## src/rtl/core/htw_ram.sv

```systemverilog
`timescale 1ns / 1ps
// Generic RAM, one write port, one read port with registered read data.
module htw_ram #(
  parameter int WIDTH = 8,
  parameter int DEPTH = 64
) (
  input  logic                     clk_i,
  input  logic                     we_i,
  input  logic [$clog2(DEPTH)-1:0] waddr_i,
  input  logic [WIDTH-1:0]         wdata_i,
  input  logic [$clog2(DEPTH)-1:0] raddr_i,
  output logic [WIDTH-1:0]         rdata_o
);

  logic [WIDTH-1:0] mem_q [DEPTH];
  logic [WIDTH-1:0] rdata_q;

  always_ff @(posedge clk_i) begin
    if (we_i) begin
      mem_q[waddr_i] <= wdata_i;
    end
    rdata_q <= mem_q[raddr_i];
  end

  assign rdata_o = rdata_q;

endmodule

```

## config.mk

```make
export PLATFORM = sky130hd
export DESIGN_NAME = htw_ram
export DESIGN_NICKNAME = d
export VERILOG_FILES = /design/src/rtl/core/htw_ram.sv
export SDC_FILE = /design/constraint.sdc
export NUM_CORES = 1
export LEC_CHECK = 0
export BUFFER_PORTS_ARGS = -buffer_cell sky130_fd_sc_hd__buf_2
export CORE_MARGIN = 1
export CORE_UTILIZATION = 25
export DETAILED_ROUTE_END_ITERATION = 12
export SLEW_MARGIN = 5
export SYNTH_ARGS = -nofsm -noshare
export SYNTH_HDL_FRONTEND = slang
export SYNTH_SLANG_ARGS = --single-unit
```

## constraint.sdc

```tcl
create_clock -name clk_i -period 2.6 [get_ports clk_i]
set_clock_uncertainty 0.1 [all_clocks]
set_input_delay 0.52 -clock clk_i [delete_from_list [all_inputs] [get_ports clk_i]]
set_output_delay 0.52 -clock clk_i [all_outputs]
set_load 0.03 [all_outputs]
```

* Yosys cells after proc, flatten, opt, wreduce, memory -nomap -nowiden *
Memories as Yosys holds them, arrays and structs flattened. A register that Yosys moved wholly into a read port is not among the register bits.
Cells that the tools add are included.
Widths: inputs -> output; s select.

storage, ports and cells
  memory bits (writable) = 512
  memories = 1
  bits of input ports = 22
  register bits after elaboration = 0
  word-level logic and storage cells = 3

operators by class
  mux-type cells = 2

memory list
  memory  words  width  rd ports  clocked after Yosys merged registers in  wr ports  RTL line  source
  mem_q   64     8      1         1                                        1         15        logic [WIDTH-1:0] mem_q [DEPTH];

operator list
  cell    count
  $mux 1  2

* Logic depth before layout (Yosys ltp) *
  depth after elaboration = 2
  depth in mapped cells = 9

* Least setup slack after synthesis *
OpenSTA, ideal clock, no wires.

  kind = input -> register
  start = input port raddr_i[1]
  end = register rdata_q[3] (netlist: rdata_o[3]) (read register of mem_q)
  path buffers = 3
  setup slack = 0.312 ns
  cell stages on the path = 7
  arrival time = 2.060 ns
  cells stage by stage = buf_4 buf_2 buf_2 mux4_2 mux4_2 o21ai_1 o41ai_1

RTL lines
  element          RTL line  source
  start, declared  11        input logic [$clog2(DEPTH)-1:0] raddr_i,
  end, declared    16        logic [WIDTH-1:0] rdata_q;

==> flow_summary.rst <==
.. list-table::
   :header-rows: 1

   * - Metric
     - Value
   * - Number of global-route vias before repair
     - between 10000 and 15000
   * - Max stage delay on crit path
     - between 0.5 and 0.6 ns
   * - Post-synthesis async set-or-reset flop share
     - 0
   * - PwrDens
     - 735.3 mW/mm2
   * - Reg-to-reg critical path endpoint
     - rdata_o[6]$_DFF_P_
   * - Leading cell type in the layout, fill and taps excluded
     - sky130_fd_sc_hd__edfxtp_1
   * - Clock tree from TritonCTS
     - built
   * - Layout overhead on the synthesized area
     - 20.69%
   * - Max-slew headroom at the worst pin
     - 0.4726
   * - Total global routing track utilization
     - 0.1193
   * - Critical path fanouts, max
     - 28
   * - Post-synth EDFFs
     - a little over 500
   * - Antenna violations before repair
     - 4
   * - Multi-input gate area in the final layout
     - ~0.0043 mm2
   * - Net switching power of the design
     - between 3 and 4 mW
   * - Top cell type by total area after synthesis
     - sky130_fd_sc_hd__edfxtp_1
   * - Detailed placement HPWL
     - around 32000 um
   * - Instance count of the mapped netlist
     - 940
   * - Final core utilization
     - 0.3066
   * - Inserted Clock Buffers
     - 52
   * - HP Class
     - in2reg
   * - Final Instance Count excl. Fillers
     - 2211
   * - Resized cells post-CTS
     - 0
   * - Number of maximum-capacitance constraint violations
     - 0
   * - Starting utilization of the core area
     - 0.2540
   * - Arrival @ worst endpoint
     - 2.64 ns
   * - Critical Path Source Type
     - input pin
   * - PortBufs
     - 29
   * - Row cnt
     - roughly 100
   * - Reg power frac
     - 0.521
   * - Critical Path Stages
     - 7
   * - Commonest non-fill, non-tap cells in the layout
     - sky130_fd_sc_hd__edfxtp_1 (512), sky130_fd_sc_hd__buf_4 (135), sky130_fd_sc_hd__mux4_2 (126)
   * - Hold buffer count at cts
     - 0
   * - Worst skew pair latency
     - ~0.58 ns
   * - Buf/Inv on CP
     - 3
   * - Reg2Reg Launch Point
     - mem_q[21][6]$_DFFE_PP_
   * - First-pass GRT wire length
     - ~72000 um
   * - Minimum period implied by the final worst setup slack
     - ~2.3 ns
   * - Hold violation total from the final report
     - 0
   * - Proportion of power drawn by the clock network
     - 0.424
   * - Buffer levels on the longest clock path
     - 3
   * - Cell Int Power
     - ~14 mW
   * - Setup_tns
     - 0 ns
   * - Fraction of layout instances using a drive strength above 1
     - 0.3371
   * - Worst IR Drop VDD
     - ~540 uV
   * - Iteration count of the initial detailed-routing pass
     - 5
   * - Crit path max-delay family
     - buffers and inverters
   * - Syn Area/Cell
     - approximately 21 um2
   * - Synthesized net count
     - 962
   * - Placed Cells incl. Taps
     - about 2100
   * - Most used cell, CP
     - sky130_fd_sc_hd__buf_4
   * - Register area
     - between 0.015 and 0.02 mm2
   * - Warnings, synthesis
     - 0
   * - Final slew viol count
     - 0
   * - Total number of vias
     - 10105
   * - Ports
     - 30
   * - Global route overflow
     - 0
   * - Die Outline Area
     - slightly above 0.08 mm2
   * - Final #Nets
     - between 1000 and 1500
   * - Sequential element share of the synthesized area
     - 0.7703
   * - Combinational cell fraction of total power
     - 0.055
   * - DRT iter0 DRCs
     - about 880
   * - Floorplan Core Area
     - 0.07939 mm2
   * - Most used flip-flop cell after synthesis
     - sky130_fd_sc_hd__edfxtp_1
   * - Area of the mapped netlist
     - between 0.02 and 0.025 mm2
   * - Required time of the critical path
     - 2.96 ns
   * - RSZ-0062 raised after global routing
     - false
   * - Worst reg-to-reg setup slack
     - around 0.50 ns
   * - Die width
     - roughly 290 um
   * - Fin crit share
     - 0.8783
   * - DRC violations left
     - 0
   * - Standard cell with the maximum stage delay on the critical path
     - sky130_fd_sc_hd__a2111oi_0
   * - Routability congestion estimate
     - ~0.83
   * - Clock tree root driver cell
     - sky130_fd_sc_hd__clkbuf_16
   * - Maximum number of pins on one net before global-route repair
     - 65
   * - H-tree levels
     - 2
   * - Worst-Margin Slew
     - just under 0.8 ns
   * - Setup violations, final
     - 0
   * - Type of destination of the critical path
     - register
   * - Proportion of netlist area held by the largest area contributor
     - 0.7624
   * - CP Cell Sequence
     - clkbuf_8, buf_4, mux4_2, nor2b_1, a2111oi_0, buf_4, o41ai_1
   * - Number of setup buffers added after CTS
     - 0
   * - WL final
     - roughly 48000 um
   * - Fill count
     - ~7700
   * - Routed WL per cell
     - between 20 and 25 um
   * - Post-synthesis sequential element count
     - between 500 and 600
   * - Distinct cells, synth
     - 40
   * - Antenna violation net count after detailed routing
     - 0
   * - Dominant cells by area after synthesis
     - sky130_fd_sc_hd__edfxtp_1 (76%), sky130_fd_sc_hd__mux4_2 (14%), sky130_fd_sc_hd__nor2_1 (1.5%)
   * - Critical path endpoint
     - rdata_o[3]$_DFF_P_
   * - Proportion of total power due to net switching
     - 0.2044
   * - Total leakage power
     - around 7.7 nW
   * - Result of the run
     - completed
   * - Number of vias per cell
     - roughly 4.6
   * - Crit Path Class
     - in2reg
   * - Clock Pin Slew Worst Setup and Hold Paths
     - ~0.060 ns
   * - Max Fclk
     - 437.9 MHz
   * - R2R depth
     - 6
   * - Source of the critical timing path
     - raddr_i[0]
   * - Clock Sinks
     - 520
   * - Die boundary height
     - between 200 and 300 um
==> through the flow <==
step / setup slack (ns) / power, mW / cell area (um2) / hold WS (ns)
floorplan: 0.3123 / 9.997 / 20170 / 0.5189
global placement: -0.2686 / 10.48 / 22600 / 0.7402
detailed placement: -0.2818 / 10.50 / 22600 / 0.7559
CTS: 0.3254 / 18.10 / 24340 / 0.3497
global route: 0.2232 / 18.45 / 24340 / 0.3931
finish: 0.3164 / 17.90 / 24340 / 0.3611
==> worst min path at each step <==
stage	startpoint	end	cells past startpoint
after floorplan	wdata_i[0]	mem_q[0][0]$_DFFE_PP_	0
after global placement	mem_q[47][6]$_DFFE_PP_	rdata_o[6]$_DFF_P_	5
after detailed placement	mem_q[41][6]$_DFFE_PP_	rdata_o[6]$_DFF_P_	5
after CTS	wdata_i[5]	mem_q[20][5]$_DFFE_PP_	1
after global routing	wdata_i[5]	mem_q[8][5]$_DFFE_PP_	1
final	wdata_i[5]	mem_q[8][5]$_DFFE_PP_	1
==> synth_stat cells (all sizes together) (4+ instances only) <==
cell      n
nand2    19
o221ai    8
nand2b    7
a221oi    6
dfxtp     8
nand3    13
o21ai     4
nor2     83
a211oi    4
mux2     13
buf      34
o22ai     8
mux2i    23
nor3      7
mux4    126
clkbuf   17
nor2b    14
edfxtp  512
==> area by class of cell <==
| cell class | count | area share |
|---|---|---|
| Sequential cell | 520 | 0.6383 |
| Tap cell | 1050 | 0.05398 |
| Clock inverter | 26 | 0.01229 |
| Clock buffer | 69 | 0.05901 |
| Antenna cell | 1 | 0.0001028 |
| Timing Repair Buffer | 176 | 0.05907 |
| Multi-Input combinational cell | 369 | 0.1773 |
==> worst reg2reg max path, cell delays in order (launching register included) <==
cell                       delay (ns)
sky130_fd_sc_hd__edfxtp_1        0.37
sky130_fd_sc_hd__mux4_2          0.48
sky130_fd_sc_hd__mux2_2          0.28
sky130_fd_sc_hd__o221a_2         0.27
sky130_fd_sc_hd__nor3_1          0.22
sky130_fd_sc_hd__buf_4           0.18
sky130_fd_sc_hd__o32ai_1         0.09
==> sequential cells by signal, summed over array words and instances, names as in the netlist <==
register / flops
mem_q: 512
rdata_o: 8
==> logic make-up (layout without fill, tap and decap cells) <==
logic type             Yosys count  count (layout)  synth area share
other                            0               1                 0
muxes                          162             162            0.1594
DFF                            520             520            0.7703
AOI/OAI and AO/OA               54              54           0.02072
and+or+nand+nor                153             153           0.03387
buffers and inverters           51             271           0.01570
==> power groups by stage <==
stage	registers [mW]	clock network [mW]	logic, mW
after floorplan	9.50	0	0.494
after global placement	9.49	0	0.985
after detailed placement	9.49	0	1.00
after CTS	9.32	7.78	1.00
after global routing	9.32	8.08	1.06
final	9.32	7.59	0.989
==> routing by layer <==
metal  GRT usage  share of wire
met5           0        0.00045
met1      0.1671           0.44
met3     0.02026          0.070
met4     0.03155          0.019
met2      0.1910           0.47
(Power assumes the default switching activity.)
